$ cat src/hdl/swb_div_cell.sv
// One restoring division step: a cell of the divider row.
// Depends on nothing; instantiated by the top level for both dividers.
`default_nettype none

module swb_div_cell #(
  parameter int RW = 36,
  parameter int QB = 27
) (
  input  wire logic          clk_i,
  input  wire logic          en_i,
  input  wire logic [RW-1:0] rem_i,
  input  wire logic [QB-1:0] low_i,
  input  wire logic [RW-1:0] div_i,
  input  wire logic [QB-1:0] quo_i,
  output logic      [RW-1:0] rem_o,
  output logic      [QB-1:0] low_o,
  output logic      [RW-1:0] div_o,
  output logic      [QB-1:0] quo_o
);

  logic [RW:0]   trial;
  logic [RW:0]   diff;
  logic          take;
  logic [RW-1:0] rem_d;

  always_comb begin
    // bring down the next dividend bit
    trial = {rem_i, low_i[QB-1]};
    diff  = trial - {1'b0, div_i};
    take  = trial >= {1'b0, div_i};
    rem_d = take ? diff[RW-1:0] : trial[RW-1:0];
  end

  always_ff @(posedge clk_i) begin
    if (en_i) begin
      rem_o <= rem_d;
      low_o <= {low_i[QB-2:0], 1'b0};
      div_o <= div_i;
      quo_o <= {quo_i[QB-2:0], take};
    end
  end

endmodule

`default_nettype wire

$ cat config.mk
export PLATFORM = sky130hd
export DESIGN_NAME = swb_div_cell
export DESIGN_NICKNAME = d
export VERILOG_FILES = /design/src/hdl/swb_div_cell.sv
export SDC_FILE = /design/constraint.sdc
export NUM_CORES = 1
export LEC_CHECK = 0
export ABC_AREA = 1
export BUFFER_PORTS_ARGS = -buffer_cell sky130_fd_sc_hd__buf_4
export CAP_MARGIN = 20
export CORE_ASPECT_RATIO = 2
export CORE_MARGIN = 8
export CORE_UTILIZATION = 35
export DETAILED_ROUTE_END_ITERATION = 8
export SYNTH_ARGS = -nofsm -noshare
export SYNTH_HDL_FRONTEND = slang
export SYNTH_SLANG_ARGS = --single-unit
$ cat constraint.sdc
create_clock -name clk_i -period 2.3 [get_ports clk_i]
set_clock_uncertainty 0.05 [all_clocks]
set_input_delay 0.115 -clock clk_i [delete_from_list [all_inputs] [get_ports clk_i]]
set_output_delay 0.115 -clock clk_i [all_outputs]
set_load 0.05 [all_outputs]
==> reports/qor.txt, run 1 <==
Via count: 7000
Clock sink count: 125
# Max-Cap Violations: 0
CTS tree: yes
Clock power frac: 31.8%
Post-Route WL: 26100 um
Antenna Cells: 0
Sw frac: 34.4%
Synthesized area: 7210 um^2
Clock transition at path regs: 0.06 ns
Max IR drop VDD: 0.000555 V
Largest net degree at the start of global routing: 65
Remaining DRCs: 0
Area growth syn-to-layout: 65.5%
CP Data Required Time: 2.43 ns
Final Cell Area: 11900 um^2
Io pins: 254
CTS buffer count: 17
Setup CP Type: primary input to register
Setup violations, final: 0
Iteration-0 DRC count of the detailed router: 290
Max frequency: 444 MHz
Port bufs: 251
Critical Path End Type: register
Setup Slack @ Placement: 0.0186 ns
Syn. warnings: 0
Rows: 74
CP startpoint kind: primary input
Leakage: 5.63 nW
Core Footprint: 20300 um^2
Critical Path Most Common Cell: nand2_1
Power Density: 689 nW/um^2
Area after DPL: 9640 um^2
Max incr delay on CP: 0.53 ns
Crit path max-delay family: buffers and inverters
P_sw: 2.83 mW
RSZ-0062 raised after global routing: yes
Crit path max-delay cell type: dlygate4sd3_1
Post-synth top area share: 52.1%
Crit-path max FO: 14
Sequential Power Share: 34.7%
Area contributors post-synth: edfxtp_1, nand2_1, inv_1
Distinct cell type count after synthesis: 34
Worst Hold Class: primary input to register
Vias per cell: 4.60
Fin worst setup slack: 0.0496 ns
Die area: 25700 um^2
Outcome: completed
Hpwl dp: 20000 um
Die height: 219 um
Syn Inst Count: 825
EDFF count, synth: 125
Global placement routability congestion: 0.942
Most area-hungry cell type in the Yosys netlist: edfxtp_1
Main flop type after synthesis: edfxtp_1
Initial antenna violation count: 0
Synth Area per Inst: 8.74 um^2
Vias in the first global route: 7479
Pint: 5.40 mW
Share of post-route cells with drive strength above 1: 33.7%
Tmin final: 2.25 ns
Wirelength per Cell: 17.1 um
Power, Total: 8.22 mW
Synthesized flop and latch total: 125
Die Wd: 117 um
Syn_nets: 990
Initial Util: 35.5%
Hold Fails Final Rpt: 0
Gate power share: 33.5%
Final nets: 1409
CP bufs+invs: 4
CP Cell Sequence: dlygate4sd3_1, buf_4, inv_1, ha_2, nand2_1, nand2_1, nand2_1, nand2_2, nand2_1, nand2_1, a21oi_2, nand4_4, buf_6, nand3_1, nand2_1
Slew Viols, Final: 0
FFs w/ async S/R, synth: 0%
CTS root buf: clkbuf_16
Period Utilization, post-route: 97.8%
H-tree depth: 4
Pre-antenna DRT Iters: 4
Final ANT Viol Nets: 0
Total Routing Usage GR: 19.8%
Top cells by count, synth: nand2_1, inv_1, edfxtp_1
First-pass GRT wire length: 39500 um
Total grt overflow: 0
Post-synthesis sequential area ratio: 52.1%
Clock Path Buffers: 2
Worst Path Arrival: 2.38 ns
Most frequent cell after synthesis: nand2_1
==> power groups by stage <==
stage / clock [mW] / combinational [mW] / sequential [mW]
6_report: 2.62 / 2.76 / 2.85
5_1_grt: 2.75 / 2.94 / 2.88
4_1_cts: 2.71 / 2.62 / 2.85
3_5_place_dp: 0 / 2.44 / 2.90
3_3_place_gp: 0 / 2.42 / 2.89
2_1_floorplan: 0 / 0.716 / 3.70
==> flip-flops by register name, indices dropped and copies added, names as in the netlist <==
signal / count
div_o: 36
low_o: 26
quo_o: 27
rem_o: 36
==> what timing repair did <==
| item | CTS | global route |
|---|---|---|
| setup buffers | 0 | 4 |
| endpoints found under the setup margin | 0 | 36 |
| endpoints found under the hold margin | 123 | 0 |
| gates resized for setup | 0 | 90 |
| hold buffers | 123 | 0 |
==> tightest hold or removal path, stage by stage <==
cell and delay, ns:
buf_4 0.08, inv_1 0.05, o21ai_0 0.15
==> area by class of cell <==
type,instances,area (um^2)
clock buffers,18,429
clock inverters,14,144
flip-flops and latches,125,3750
repair buffers,411,3510
multi-input cells,549,3240
inverters,140,526
fillers,1786,8340
well taps,266,333
==> worst paths after layout <==
check | startpoint | to | slack, ns | depth (start not counted)
worst max-delay path | div_i[22] | rem_o[35] | 0.05 | 15
worst min-delay path | rem_i[0] | rem_o[1] | 0.04 | 3
==> metrics by stage <==
stage	std cells	setup TNS (ns)	util, %	hold slack, ns
after floorplan	825	0	-	0.164
after global placement	1362	0	47.6	0.243
after detailed placement	1362	0	47.6	0.244
after CTS	1517	0	56.4	0.00155
after global routing	1523	-0.294	58.8	0.0486
final	1523	0	58.8	0.0433
==> routing by layer <==
layer | up-vias | track usage [%] | routed length (um)
li1 | 3513 | - | -
met1 | 3254 | 17.2 | 8510
met2 | 197 | 41.8 | 15600
met3 | 36 | 4.35 | 1180
met4 | 0 | 7.86 | 772
met5 | - | 0 | 0
==> cell usage in the layout, fill, tap and decap left out, types with 4 or more instances in the layout <==
cell type      count
buf_12             6
nand2_2           35
ha_1              12
inv_2              4
nand2_1          239
edfxtp_1         125
ha_4              14
nand4_1            5
inv_1            136
a21oi_1           17
nor3_1             6
nand3b_1           9
nand2_4            4
o21ai_0            5
buf_4            279
nor2_1            43
ha_2              10
dlygate4sd3_1    123
clkbuf_16         19
nand3_2            5
nor2_2            13
nor2_4             8
clkinvlp_4         4
nand3_1           78
a21oi_2            8
xor2_1            17
o21bai_1           7
==> cells by family after synthesis <==
| family | count (synthesis) | share of synthesized area (%) |
|---|---|---|
| compound gates | 42 | 3.28 |
| xor+xnor | 18 | 2.19 |
| fa+ha+maj | 37 | 6.53 |
| buf+inv | 151 | 8.56 |
| flops | 125 | 52.1 |
| other cells | 1 | 0.0520 |
| simple gates | 451 | 27.3 |
Power figures use the tool's default switching activity.
==> run 2, diff against run 1 <==
Settings changed: RECOVER_POWER from default to 100.
Clock period 2.3 ns to 2.7 ns, I/O delays scaled along.
==> reports/qor.txt, run 2 (synthesis gave the netlist of run 1 again) <==
Largest net degree at the start of global routing: 43
Multi-input logic area: 2850 um^2
Slew @ Worst Pin: 1.55 ns
Clock sink count: 125
Violated checks: capacitance limit, slew limit
Sequential Power Share: 35.7%
Clock Path Buffers: 2
Antenna Cells: 0
Setup Fix Bufs, Post-CTS: 0
Clock transition at path regs: 0.06 ns
Hold Fails Final Rpt: 0
Global placement routability congestion: 0.909
Clock power frac: 35.2%
Remaining DRCs: 0
Die Wd: 117 um
Critical Path End Type: register
Vias in the first global route: 7267
Setup violations, final: 0
Gate power share: 29.2%
Initial antenna violation count: 0
Final ANT Viol Nets: 0
Max IR drop VDD: 0.000370 V
Outcome: complete, but fails checks
Pint: 4.48 mW
Wirelength per Cell: 16.7 um
Iteration-0 DRC count of the detailed router: 293
Setup CP Type: primary input to register
Slew Viols, Final: 26
Total grt overflow: 0
Uppermost routed layer: met4
CP startpoint kind: primary input
WL met2: 14800 um
FF+latch area: 3750 um^2
Pre-antenna DRT Iters: 6
Share of post-route cells with drive strength above 1: 15.9%
CTS root buf: clkbuf_16
CTS buffer count: 17
Sw frac: 34.1%
CTS tree: yes
Die height: 219 um
Worst Path Arrival: 2.69 ns
Max frequency: 389 MHz
Port bufs: 251
Max-Slew Margin vs Limit: -3.13%
Commonest non-fill, non-tap cell in the layout: nand2_1
Die area: 25700 um^2
Met3 WL post-DR: 977 um
Hpwl dp: 19500 um
Initial Util: 35.5%
Via count: 6787
CP Data Required Time: 2.82 ns
Tmin final: 2.57 ns
Final nets: 1381
Leakage: 4.94 nW
Rows: 74
Power Density: 632 nW/um^2
# Max-Cap Violations: 1
First-pass GRT wire length: 38400 um
Period Utilization, post-route: 95.2%
RSZ-0062 raised after global routing: no
Post-Route WL: 25000 um
H-tree depth: 4
Vias per cell: 4.54
Total Routing Usage GR: 19.4%
P_sw: 2.31 mW
Most frequent cells in the layout: nand2_1, inv_1, clkbuf_1
# fillers: 2000
Io pins: 254
Biggest regs: div_o x36, rem_o x36, quo_o x27
Worst Hold Class: primary input to register
Met1 Routed Length: 8430 um
Core Footprint: 20300 um^2
Setup TNS: 0 ns
Crit-path max FO: 34
Area growth syn-to-layout: 49.2%
Hold WS: 0.124 ns
## run 2: cell count changes in the layout (fill, tap and decap cells not counted), sizes merged
cell         before  now
bufinv            2    4
clkbuf           20  233
clkinv            6    4
buf             286   46
dlygate4sd3     123  122
## run 2: routing by layer
metal  track usage, %  up-vias
met1             16.7     3122
met3             4.27       33
met4             9.45        0
li1                 -     3460
met2             40.3      172
met5                0        -
## run 2: per-stage QoR
stage	instances	worst slack (ns)	instance area (um^2)	utilization (%)	power, mW
finish	1495	0.129	10800	53.1	6.80
global route	1495	0.00325	10800	53.1	7.10
CTS	1495	0.161	11300	55.5	7.05
detailed placement	1341	0.267	9420	46.5	4.48
global placement	1341	0.288	9420	46.5	4.46
floorplan	825	0.814	7210	-	3.76
## run 2: final cells by class
| class | count | area share (%) |
|---|---|---|
| Inverter | 140 | 4.88 |
| Multi-Input combinational cell | 549 | 26.5 |
| Clock buffer | 18 | 3.99 |
| Tap cell | 266 | 3.09 |
| Sequential cell | 125 | 34.9 |
| Clock inverter | 14 | 1.77 |
| Timing Repair Buffer | 383 | 24.9 |
## run 2: repair_timing
item	CTS	global route
endpoints found under the setup margin	0	31
hold buffers	122	0
gates resized for setup	0	1
endpoints found under the hold margin	122	0
## run 2: critical path: stages
cell and delay [ns]:
dlygate4sd3_1 0.56, buf_4 0.14, ha_1 0.34, nand2_1 0.14
nor2_2 0.19, inv_1 0.05, nor2_1 0.34, nand4_1 0.15
nand3_1 0.11, inv_2 0.25, nand3_1 0.18, nand2_1 0.08
## run 2: final timing paths
kind,from,cells past startpoint,end
hold / removal,low_i[26],3,rem_o[0]
setup / recovery,rem_i[8],12,rem_o[18]
## run 2: power by group through the flow
| stage | Clock, mW | Combinational, mW | Sequential [mW] |
|---|---|---|---|
| after floorplan | 0 | 0.610 | 3.15 |
| after global placement | 0 | 2.00 | 2.46 |
| after detailed placement | 0 | 2.02 | 2.46 |
| after CTS | 2.45 | 2.17 | 2.43 |
| after global routing | 2.52 | 2.13 | 2.44 |
| final | 2.39 | 1.98 | 2.42 |
==> run 3, diff against run 2 <==
Settings changed: ABC_AREA 1 to 0, SETUP_SLACK_MARGIN from default to 0.5.
==> reports/qor.txt, run 3 <==
Die Wd: 113 um
Setup Slack @ Placement: -0.370 ns
Iteration-0 DRC count of the detailed router: 211
Final nets: 1179
Worst Hold Class: primary input to register
Syn Inst Count: 519
Via count: 6158
Synth Area per Inst: 12.6 um^2
Post-synth top area share: 57.5%
Wirelength per Cell: 19.1 um
H-tree depth: 4
Final ANT Viol Nets: 0
Power Density: 622 nW/um^2
Initial antenna violation count: 0
Critical Path End Type: register
Vias in the first global route: 6913
Remaining DRCs: 0
Area growth syn-to-layout: 72.4%
Dpl cells: 1072
RSZ-0062 raised after global routing: yes
Sw frac: 33.9%
Main flop type after synthesis: edfxtp_1
Share of post-route cells with drive strength above 1: 35.1%
Area contributors post-synth: edfxtp_1, ha_1, mux2_4
First-pass GRT wire length: 36200 um
Hold WS: 0.0253 ns
Antenna Cells: 0
Die area: 23500 um^2
Slew Viols, Final: 78
CP bufs+invs: 7
# Max-Cap Violations: 1
Non-filler cells, final: 1243
Crit-path max FO: 6
Total Routing Usage GR: 19.9%
Hold Fails Final Rpt: 0
FFs w/ async S/R, synth: 0%
Die height: 209 um
Port bufs: 251
Max-Slew Margin vs Limit: -28.9%
# fillers: 1569
Clock power frac: 32.1%
Vias per cell: 4.95
Outcome: complete, but fails checks
Io pins: 254
Slew @ Worst Pin: 1.93 ns
Largest net degree at the start of global routing: 78
Hpwl dp: 17100 um
EDFF count, synth: 125
Tmin final: 2.50 ns
Rows: 70
Most frequent cell after synthesis: edfxtp_1
CP startpoint kind: primary input
Synthesized flop and latch total: 125
CTS buffer count: 17
Synthesized area: 6530 um^2
Post-Route WL: 23700 um
Biggest regs: div_o x36, rem_o x36, quo_o x27
P_sw: 2.37 mW
Fin worst setup slack: 0.203 ns
Post-route core utilization: 61.5%
Setup TNS: 0 ns
Violated checks: capacitance limit, slew limit
CTS tree: yes
Crit path max-delay family: buffers and inverters
Worst Path Arrival: 2.62 ns
Critical Path Most Common Cell: buf_6
Max frequency: 401 MHz
CP Data Required Time: 2.82 ns
Clock sink count: 125
Top cells by count, synth: edfxtp_1, inv_1, a21oi_1
Syn. warnings: 0
Crit path max-delay cell type: a221o_1
CP Cell Sequence: clkbuf_1, inv_2, ha_4, nand4_1, clkbuf_4, buf_6, nor4_4, nand3_1, o211ai_1, nor2_8, buf_6, buf_4, buf_8, a221o_1
Sequential Power Share: 34.9%
Commonest non-fill, non-tap cell in the layout: buf_4
Max incr delay on CP: 0.32 ns
Gate power share: 33.0%
Clock Path Buffers: 2
Leakage: 4.68 nW
Distinct cell type count after synthesis: 59
Clock transition at path regs: 0.07 ns
Post-synthesis sequential area ratio: 57.5%
Multi-input logic area: 2870 um^2
Initial Util: 35.7%
CTS root buf: clkbuf_16
Global placement routability congestion: 0.912
Pint: 4.63 mW
Setup violations, final: 0
Syn_nets: 684
Pre-antenna DRT Iters: 4
Core Footprint: 18300 um^2
Setup CP Type: primary input to register
FF+latch area: 3750 um^2
Most area-hungry cell type in the Yosys netlist: edfxtp_1
Total grt overflow: 0
Most frequent cells in the layout: buf_4, clkbuf_1, edfxtp_1
Period Utilization, post-route: 92.5%
Max IR drop VDD: 0.000449 V
==> run 3: changes by cell type after synthesis, moves of 15 or more <==
cell | previous run | this run
a21o_1 | 0 | 15
a21oi_1 | 26 | 42
inv_1 | 136 | 47
mux2_4 | 0 | 21
nand2_1 | 260 | 22
nand2_2 | 17 | 0
nand3_1 | 81 | 13
nor2_1 | 54 | 21
xnor2_1 | 1 | 24
==> run 3: final timing paths <==
path / startpoint / cells after the start / endpoint
max: div_i[11] / 14 / rem_o[33]
min: rem_i[1] / 3 / rem_o[2]
==> run 3: power groups by stage <==
stage	Clock (mW)	Sequential, mW	Combinational, mW
4_1_cts	2.30	2.44	2.44
6_report	2.25	2.44	2.31
2_1_floorplan	0	3.17	0.659
3_3_place_gp	0	2.48	2.16
5_1_grt	2.38	2.46	2.43
3_5_place_dp	0	2.48	2.20
==> run 3: cell type report <==
cell class | count | share of cell area, %
clock buffer | 18 | 3.81
clock inverter | 14 | 1.28
inverter | 48 | 2.02
multi-input combinational | 329 | 25.5
sequential | 125 | 33.3
tap | 216 | 2.40
timing repair buffer | 491 | 31.5
timing repair inverter | 2 | 0.200
==> run 3: kinds of logic (layout without fill, tap and decap cells) <==
group,Yosys count,count (layout),share of synthesized area (%)
other,1,1,0.0574
adder cells (fa/ha/maj),37,37,7.21
buffers and inverters,65,573,4.43
multiplexers,24,24,5.33
AO/OA/AOI/OAI,135,135,13.7
XOR/XNOR,28,28,3.76
flip-flops,125,125,57.5
AND/OR/NAND/NOR,104,104,8.07
==> run 3: tightest hold or removal path, stage by stage <==
cell and delay, ns:
buf_4 0.10, nor3_1 0.06, a21oi_2 0.09
==> run 3: per-layer routing <==
layer	part of all wire [%]	GRT usage, %	vias up	routed length (um)
met2	57	38.7	223	13500
met1	34	18.2	2945	8020
met5	0	0	-	0
li1	-	-	2937	-
met4	4.2	11.6	0	986
met3	5.0	4.22	53	1190
==> run 3: metrics by stage <==
step	instance area (um^2)	power, mW
after detailed placement	9550	4.68
after global routing	11300	7.27
after floorplan	6730	3.83
final	11300	7.00
after CTS	11600	7.18
after global placement	9550	4.64
==> run 3: what timing repair did <==
action                                  in CTS  in global routing
resized for setup                           51                 32
pin swaps                                   28                 15
setup buffers                               16                  6
hold buffers                               115                  0
endpoints found under the setup margin      37                 37
cloned                                       2                  0
hold endpoints to repair                   115                  0
